--- config.mk ---
export PLATFORM = sky130hd
export DESIGN_NAME = deque_with_member_search
export DESIGN_NICKNAME = d
export VERILOG_FILES = /design/src/dqms_pkg.sv /design/src/deque_with_member_search.sv /design/src/dqms_ram.sv
export SDC_FILE = /design/constraint.sdc
export NUM_CORES = 2
export LEC_CHECK = 0
export ABC_CLOCK_PERIOD_IN_PS = 5300
export CELL_PAD_IN_SITES_DETAIL_PLACEMENT = 1
export CELL_PAD_IN_SITES_GLOBAL_PLACEMENT = 2
export CORE_MARGIN = 3
export CORE_UTILIZATION = 51
export CTS_CLUSTER_SIZE = 10
export DETAILED_ROUTE_END_ITERATION = 10
export DONT_BUFFER_PORTS = 1
export PLACE_DENSITY = 0.86
export SYNTH_ARGS = -nofsm -noshare
export SYNTH_HDL_FRONTEND = slang
export SYNTH_SLANG_ARGS = --single-unit
--- constraint.sdc ---
create_clock -name clock -period 5.3 [get_ports clock]
set_clock_uncertainty 0.15 [all_clocks]
set_input_delay 0.53 -clock clock [delete_from_list [all_inputs] [get_ports clock]]
set_output_delay 0.53 -clock clock [all_outputs]
set_load 0.005 [all_outputs]
--- src/dqms_pkg.sv ---
`default_nettype none
package dqms_pkg;

   localparam int DEPTH     = 64;
   localparam int IDX_W     = $clog2(DEPTH);
   localparam int CNT_W     = $clog2(DEPTH + 1);
   localparam int VALUE_W   = 32;
   localparam int CMD_W     = 3;
   localparam int OUT_CNT_W = 7;
   localparam int RSP_W     = 16;

   typedef enum logic [CMD_W-1:0] {
      CMD_PUSH_FRONT = 3'd0,
      CMD_PUSH_BACK  = 3'd1,
      CMD_POP_FRONT  = 3'd2,
      CMD_POP_BACK   = 3'd3,
      CMD_SEARCH     = 3'd4,
      CMD_INSERT     = 3'd5
   } cmd_type;

   typedef enum logic [1:0] {
      ST_DONE    = 2'd0,
      ST_EMPTY   = 2'd1,
      ST_FULL    = 2'd2,
      ST_PRESENT = 2'd3
   } status_type;

   typedef enum logic [1:0] {
      SEQ_IDLE,
      SEQ_SCAN,
      SEQ_FINISH
   } seq_state_type;

   // Ring slot that lies off places after idx; off is always below DEPTH.
   function automatic logic [IDX_W-1:0] ring_add(input logic [IDX_W-1:0] idx,
                                                 input logic [IDX_W-1:0] off);
      logic [IDX_W:0] sum;
      sum = {1'b0, idx} + {1'b0, off};
      if (sum >= (IDX_W + 1)'(DEPTH)) begin
         sum = sum - (IDX_W + 1)'(DEPTH);
      end
      return sum[IDX_W-1:0];
   endfunction

   // The result field holds the whole count, as OUT_CNT_W is as wide as CNT_W.
   function automatic logic [OUT_CNT_W-1:0] count_field(input logic [CNT_W-1:0] c);
      logic [CNT_W+OUT_CNT_W-1:0] wide;
      wide = {{OUT_CNT_W{1'b0}}, c};
      return wide[OUT_CNT_W-1:0];
   endfunction

endpackage
`default_nettype wire

--- src/deque_with_member_search.sv ---
`default_nettype none
// Bounded double-ended queue of signed 32-bit values with member search.
// Request channel: req_tuser carries the command (push front, push back,
// pop front, pop back, search, insert at back if absent) and req_tdata the
// value. Every request item yields exactly one response item on rsp_, which
// reports status, found flag, entry count and empty flag.
// Entries live in a single-port-write, registered-read RAM used as a ring.
// Pushes and pops go from acceptance straight to the finish step, which
// registers the response once the output register is free. Search and insert
// first walk the live entries through the RAM read port, one entry per cycle,
// with the compare in the cycle after the read, then reach the finish step.
// req_tready is low while an item is in progress, so the next request item
// is taken only after the previous one has committed its response.
// The response sits in an output register, so a new request item is taken
// while an earlier response still waits; if the receiver holds rsp_tready
// low, the finished item waits in its final step until the register frees.
// Synchronous reset empties the queue (head and count to zero) and drops
// any pending response. The RAM contents are not cleared; only entries that
// were written are ever read.
module deque_with_member_search (
   input  wire logic        clock,
   input  wire logic        reset,
   input  wire logic        req_tvalid,
   output logic             req_tready,
   input  wire logic [31:0] req_tdata,  // [31:0] value (signed)
   input  wire logic [2:0]  req_tuser,  // [2:0] cmd
   output logic             rsp_tvalid,
   input  wire logic        rsp_tready,
   // [1:0] status, [2] found, [9:3] entry_count, [10] is_empty, [15:11] zero
   output logic [dqms_pkg::RSP_W-1:0] rsp_tdata
);
   import dqms_pkg::*;

   seq_state_type       state_ff, state_in;
   logic [IDX_W-1:0]    head_ff, head_in;
   logic [CNT_W-1:0]    count_ff, count_in;
   cmd_type             cmd_ff;
   logic [VALUE_W-1:0]  value_ff;
   logic [CNT_W-1:0]    scan_issue_ff, scan_issue_in;
   logic                cmp_valid_ff, cmp_valid_in;
   logic                found_ff, found_in;
   logic                rsp_valid_ff, rsp_valid_in;
   logic [RSP_W-1:0]    rsp_data_ff, rsp_data_in;

   logic                accept;
   logic                out_free;
   logic                commit;
   logic                issue_more;
   logic                full;
   logic                is_scan_cmd;
   status_type          status;
   logic                found_out;

   logic                ram_wr_en;
   logic [IDX_W-1:0]    ram_wr_addr;
   logic                ram_rd_en;
   logic [IDX_W-1:0]    ram_rd_addr;
   logic [VALUE_W-1:0]  ram_rd_data;

   dqms_ram #(
      .WIDTH (VALUE_W),
      .DEPTH (DEPTH)
   ) u_store (
      .clock   (clock),
      .wr_en   (ram_wr_en),
      .wr_addr (ram_wr_addr),
      .wr_data (value_ff),
      .rd_en   (ram_rd_en),
      .rd_addr (ram_rd_addr),
      .rd_data (ram_rd_data)
   );

   assign req_tready  = (state_ff == SEQ_IDLE);
   assign accept      = req_tvalid && req_tready;
   assign out_free    = !rsp_valid_ff || rsp_tready;
   assign commit      = (state_ff == SEQ_FINISH) && out_free;
   assign issue_more  = (scan_issue_ff < count_ff);
   assign full        = (count_ff >= CNT_W'(DEPTH));
   assign is_scan_cmd = (req_tuser == CMD_SEARCH) || (req_tuser == CMD_INSERT);

   // Next state.
   always_comb begin
      state_in = state_ff;
      case (state_ff)
         SEQ_IDLE: begin
            if (accept) begin
               state_in = is_scan_cmd ? SEQ_SCAN : SEQ_FINISH;
            end
         end
         SEQ_SCAN: begin
            // Done once every entry was read and the last compare is in.
            if (!issue_more && !cmp_valid_ff) begin
               state_in = SEQ_FINISH;
            end
         end
         SEQ_FINISH: begin
            if (out_free) begin
               state_in = SEQ_IDLE;
            end
         end
         default: state_in = SEQ_IDLE;
      endcase
   end

   // Datapath and RAM control.
   always_comb begin
      head_in       = head_ff;
      count_in      = count_ff;
      scan_issue_in = scan_issue_ff;
      cmp_valid_in  = 1'b0;
      found_in      = found_ff;
      ram_rd_en     = 1'b0;
      ram_rd_addr   = ring_add(head_ff, scan_issue_ff[IDX_W-1:0]);
      ram_wr_en     = 1'b0;
      ram_wr_addr   = ring_add(head_ff, count_ff[IDX_W-1:0]);
      status        = ST_DONE;
      found_out     = 1'b0;

      case (state_ff)
         SEQ_IDLE: begin
            scan_issue_in = '0;
            found_in      = 1'b0;
         end
         SEQ_SCAN: begin
            if (issue_more) begin
               ram_rd_en     = 1'b1;
               scan_issue_in = scan_issue_ff + CNT_W'(1);
               cmp_valid_in  = 1'b1;
            end
            if (cmp_valid_ff && (ram_rd_data == value_ff)) begin
               found_in = 1'b1;
            end
         end
         SEQ_FINISH: begin
            case (cmd_ff)
               CMD_PUSH_FRONT: begin
                  if (full) begin
                     status = ST_FULL;
                  end else begin
                     head_in     = (head_ff == '0) ? IDX_W'(DEPTH - 1) : head_ff - IDX_W'(1);
                     ram_wr_addr = head_in;
                     ram_wr_en   = commit;
                     count_in    = count_ff + CNT_W'(1);
                  end
               end
               CMD_PUSH_BACK: begin
                  if (full) begin
                     status = ST_FULL;
                  end else begin
                     ram_wr_en = commit;
                     count_in  = count_ff + CNT_W'(1);
                  end
               end
               CMD_POP_FRONT: begin
                  if (count_ff == '0) begin
                     status = ST_EMPTY;
                  end else begin
                     head_in  = (head_ff == IDX_W'(DEPTH - 1)) ? '0 : head_ff + IDX_W'(1);
                     count_in = count_ff - CNT_W'(1);
                  end
               end
               CMD_POP_BACK: begin
                  if (count_ff == '0) begin
                     status = ST_EMPTY;
                  end else begin
                     count_in = count_ff - CNT_W'(1);
                  end
               end
               CMD_SEARCH: begin
                  found_out = found_ff;
               end
               CMD_INSERT: begin
                  if (found_ff) begin
                     found_out = 1'b1;
                     status    = ST_PRESENT;
                  end else if (full) begin
                     status = ST_FULL;
                  end else begin
                     ram_wr_en = commit;
                     count_in  = count_ff + CNT_W'(1);
                  end
               end
               default: begin
                  status = ST_DONE;
               end
            endcase
            if (!commit) begin
               head_in  = head_ff;
               count_in = count_ff;
            end
         end
         default: begin
            scan_issue_in = '0;
         end
      endcase

      rsp_data_in = {{(RSP_W - OUT_CNT_W - 4){1'b0}}, (count_in == '0),
                     count_field(count_in), found_out, status};

      if (commit) begin
         rsp_valid_in = 1'b1;
      end else if (rsp_tready) begin
         rsp_valid_in = 1'b0;
      end else begin
         rsp_valid_in = rsp_valid_ff;
      end
   end

   always_ff @(posedge clock) begin
      if (reset) begin
         state_ff     <= SEQ_IDLE;
         head_ff      <= '0;
         count_ff     <= '0;
         cmp_valid_ff <= 1'b0;
         rsp_valid_ff <= 1'b0;
      end else begin
         state_ff     <= state_in;
         head_ff      <= head_in;
         count_ff     <= count_in;
         cmp_valid_ff <= cmp_valid_in;
         rsp_valid_ff <= rsp_valid_in;
      end
   end

   always_ff @(posedge clock) begin
      if (accept) begin
         cmd_ff   <= cmd_type'(req_tuser);
         value_ff <= req_tdata;
      end
      scan_issue_ff <= scan_issue_in;
      found_ff      <= found_in;
      if (commit) begin
         rsp_data_ff <= rsp_data_in;
      end
   end

   assign rsp_tvalid = rsp_valid_ff;
   assign rsp_tdata  = rsp_data_ff;

endmodule
`default_nettype wire

--- src/dqms_ram.sv ---
`default_nettype none
module dqms_ram #(
   parameter int WIDTH = 32,
   parameter int DEPTH = 64
) (
   input  wire logic                     clock,
   input  wire logic                     wr_en,
   input  wire logic [$clog2(DEPTH)-1:0] wr_addr,
   input  wire logic [WIDTH-1:0]         wr_data,
   input  wire logic                     rd_en,
   input  wire logic [$clog2(DEPTH)-1:0] rd_addr,
   output logic      [WIDTH-1:0]         rd_data
);

   logic [WIDTH-1:0] mem_ff [DEPTH];

   always_ff @(posedge clock) begin
      if (wr_en) begin
         mem_ff[wr_addr] <= wr_data;
      end
      if (rd_en) begin
         rd_data <= mem_ff[rd_addr];
      end
   end

endmodule
`default_nettype wire

==> flow_metrics.env <==
export IMPL_yosysMostFrequentCell="edfxtp_1"
export IMPL_tightest_slew_ns=1.21
export IMPL_synth_area_leader_cell="edfxtp_1"
export IMPL_rr_endpoint="u_store.rd_data[8]"
export IMPL_endpoint="u_store.rd_data[8]"
export IMPL_rsz0062_at_grt="false"
export IMPL_dp_hpwl_um=138000
export IMPL_yosys_area_top_type_share_pct=76.5
export IMPL_worst_path_most_repeated_cell="buf_4"
export IMPL_hold_class="in -> reg"
export IMPL_r2r_start="head_ff[0]"
export IMPL_clk_path_buf_depth=3
export IMPL_finalCriticalPeriod_ns=4.80
export IMPL_hold_violations=0
export IMPL_synth_top_cells_by_area="edfxtp_1, mux4_2, nand3_1, mux2_2, nor2_1"
export IMPL_cp_top_family="adder cells"
export IMPL_placed_cells=6052
export IMPL_path_clk_slew_ns=0.06
export IMPL_path_depth=9
export IMPL_synthTopCellsByCount="edfxtp_1, mux4_2, nand3_1"
export IMPL_grt_pass1_wl_um=346000
export IMPL_cts_resized=0
export IMPL_cts_tree="yes"
export IMPL_yosysSeqAreaShare_pct=76.9
export IMPL_die_y_um=411
export IMPL_place_gp_congestion=0.888
export IMPL_maxCapViolations=0
export IMPL_cts_setup_buffers=0
export IMPL_rrSetupSlack_ns=0.50
export IMPL_cts_root_buf="clkbuf_16"
export IMPL_relSlewSlack_pct=19.2
export IMPL_fillers=13500
export IMPL_crit_chain="ha_4 > fa_4 > buf_4 > buf_4 > mux4_2 > mux2i_1 > o22ai_1 > o311ai_0 > nor3_1"
export IMPL_final_nets=4215
export IMPL_route_detailed_wl_per_inst_um=38.2
export IMPL_endpoint_kind="register"
export IMPL_io_pins=57
export IMPL_worst_setup_path_type="reg -> reg"
export IMPL_final_cells=6380
export IMPL_ys_warn_count=0
export IMPL_setup_tns_ns=0
export IMPL_rows=148
export IMPL_min_period_over_period_pct=90.6
export IMPL_coreArea_mm2=0.163
export IMPL_track_usage_pct=29.1
export IMPL_ant_nets=0
export IMPL_routed_via_density=6.85
export IMPL_cpPeakStageDelay_ns=1.24
export IMPL_cts_buffers=235
export IMPL_status="finished clean"
export IMPL_synth_edff_count=2134
export IMPL_required_ns=5.73
export IMPL_cts_sinks=2151
export IMPL_netlist_area_mm2=0.0838
export IMPL_crit_path_start_kind="register"
export IMPL_critPathMaxFanout=26
export IMPL_grt_overflow=0
export IMPL_drc_errors=0
export IMPL_die_x_um=411
export IMPL_slew_violations=0
export IMPL_dieArea_mm2=0.169
export IMPL_ys_types=78
export IMPL_dr_total_vias=43700
export IMPL_powerDensity_mw_per_mm2=416
export IMPL_h_tree_depth=4
export IMPL_drtIter0Drc=7238
export IMPL_initial_core_util_pct=51.4
export IMPL_crit_buf_inv=2
export IMPL_grt_pass1_vias=45100
export IMPL_leakage_nw=29.0
export IMPL_synthCells=3855
export IMPL_ir_drop_v=0.000319
export IMPL_clock_latency_ns=0.88
export IMPL_ys_seq_elements=2151
export IMPL_fmax_ghz=0.208
export IMPL_reg2reg_depth=9
export IMPL_drive_gt1_share_pct=28.0
export IMPL_firstDrtPassIters=6
export IMPL_setup_viol=0
export IMPL_cp_slowest_cell="fa_4"
export IMPL_cp_arrival_ns=5.23
export IMPL_antenna_found_initial=13
export IMPL_synthToLayoutAreaGrowth_pct=13.3
export IMPL_grt_max_degree=86
export IMPL_synth_area_per_cell_um2=21.7
export IMPL_synthArstFlopShare_pct=0
export IMPL_wl_um=244000
export IMPL_synth_ff_type="edfxtp_1"
export IMPL_crit_start="head_ff[0]"
export IMPL_port_buffer_count=0
[state kept, by name, indices dropped and copies added, names as in the netlist, 2 cells and up]
name             count
state_ff             2
u_store.mem_ff    2048
scan_issue_ff        7
cmd_ff               3
head_ff              6
count_ff             7
value_ff            32
rsp_tdata           11
u_store.rd_data     32
[cells in the final DEF (no fill, tap or decap), types with 7 or more instances in the layout]
| master | Yosys | routed |
|---|---|---|
| nor2_4 | 0 | 67 |
| mux2_2 | 64 | 64 |
| mux4_2 | 544 | 544 |
| nor3_1 | 54 | 53 |
| dfxtp_1 | 17 | 17 |
| clkbuf_16 | 0 | 238 |
| nor2_1 | 133 | 67 |
| mux2i_1 | 36 | 36 |
| nand2_1 | 27 | 27 |
| o22ai_1 | 69 | 69 |
| buf_12 | 0 | 31 |
| nand2b_1 | 9 | 9 |
| nand3_1 | 146 | 146 |
| xor2_1 | 27 | 27 |
| nor4_1 | 7 | 7 |
| buf_4 | 22 | 196 |
| ha_1 | 22 | 21 |
| inv_1 | 45 | 45 |
| xnor2_1 | 21 | 20 |
| nor2b_1 | 44 | 44 |
| edfxtp_1 | 2134 | 2134 |
| and3_1 | 12 | 12 |
| clkbuf_1 | 84 | 34 |
| o21ai_0 | 80 | 79 |
| a21o_1 | 8 | 8 |
| o311ai_1 | 26 | 27 |
| dlygate4sd3_1 | 0 | 38 |
| a21oi_1 | 20 | 19 |
[report_power, final]
group / internal (W) / switching [W] / total [W]
combinational: 0.00246 / 0.00362 / 0.00608
clock: 0.00801 / 0.00630 / 0.0143
sequential: 0.0190 / 0.000102 / 0.0191
total: 0.0295 / 0.0100 / 0.0395
[how the worst min path moves through the flow]
stage / depth (start not counted) / end / from
finish: 3 / rsp_tdata[2] / rsp_tready
global route: 3 / rsp_tdata[2] / rsp_tready
CTS: 4 / state_ff[1] / rsp_tready
detailed placement: 2 / rsp_tvalid / rsp_tvalid
global placement: 2 / rsp_tvalid / rsp_tvalid
floorplan: 2 / rsp_tvalid / rsp_tvalid
[per-layer routing]
layer	up-vias	GRT usage (%)	part of all wire [%]
li1	16700	-	-
met1	23100	39.1	35
met2	3284	45.6	48
met3	625	6.38	11
met4	8	14.4	5.7
met5	-	0	0.027
[through the flow]
step                hold slack [ns]  area (µm²)  utilization, %  total power (W)  worst slack [ns]
floorplan                     0.342       83800               -           0.0230              1.31
global placement              0.414       88200            54.1           0.0252             0.803
detailed placement            0.433       88200            54.1           0.0253             0.672
CTS                        0.000192       94900            58.2           0.0395             0.469
global route                 0.0872       94900            58.2           0.0405             0.379
finish                       0.0614       94900            58.2           0.0395             0.498
[logic make-up after synthesis]
logic type | Yosys count | synth area share (%)
buffers and inverters | 255 | 1.40
other | 1 | 0.00448
XOR/XNOR | 50 | 0.541
AO/OA/AOI/OAI | 263 | 2.08
AND/OR/NAND/NOR | 467 | 2.78
multiplexers | 644 | 15.9
adder cells (fa/ha/maj) | 24 | 0.376
flip-flops | 2151 | 76.9
[tightest hold or removal path: stages]
cell and delay (ns):
nor2b_1 0.06, nor2_1 0.14, buf_4 0.21
[final cells by class]
type	count	area [µm²]	area share [%]
well taps	2175	2720	2.87
repair buffers	265	2470	2.61
clock inverters	15	230	0.243
clock buffers	273	6100	6.42
flip-flops and latches	2151	64400	67.9
inverters	46	173	0.182
diodes	2	5.00	0.00527
multi-input cells	1453	18800	19.8
[what timing repair did]
item                                    in CTS  in global routing
endpoints found under the hold margin       54                  0
endpoints found under the setup margin       0                  0
hold buffers                                38                  0
Power figures use the tool's default switching activity.
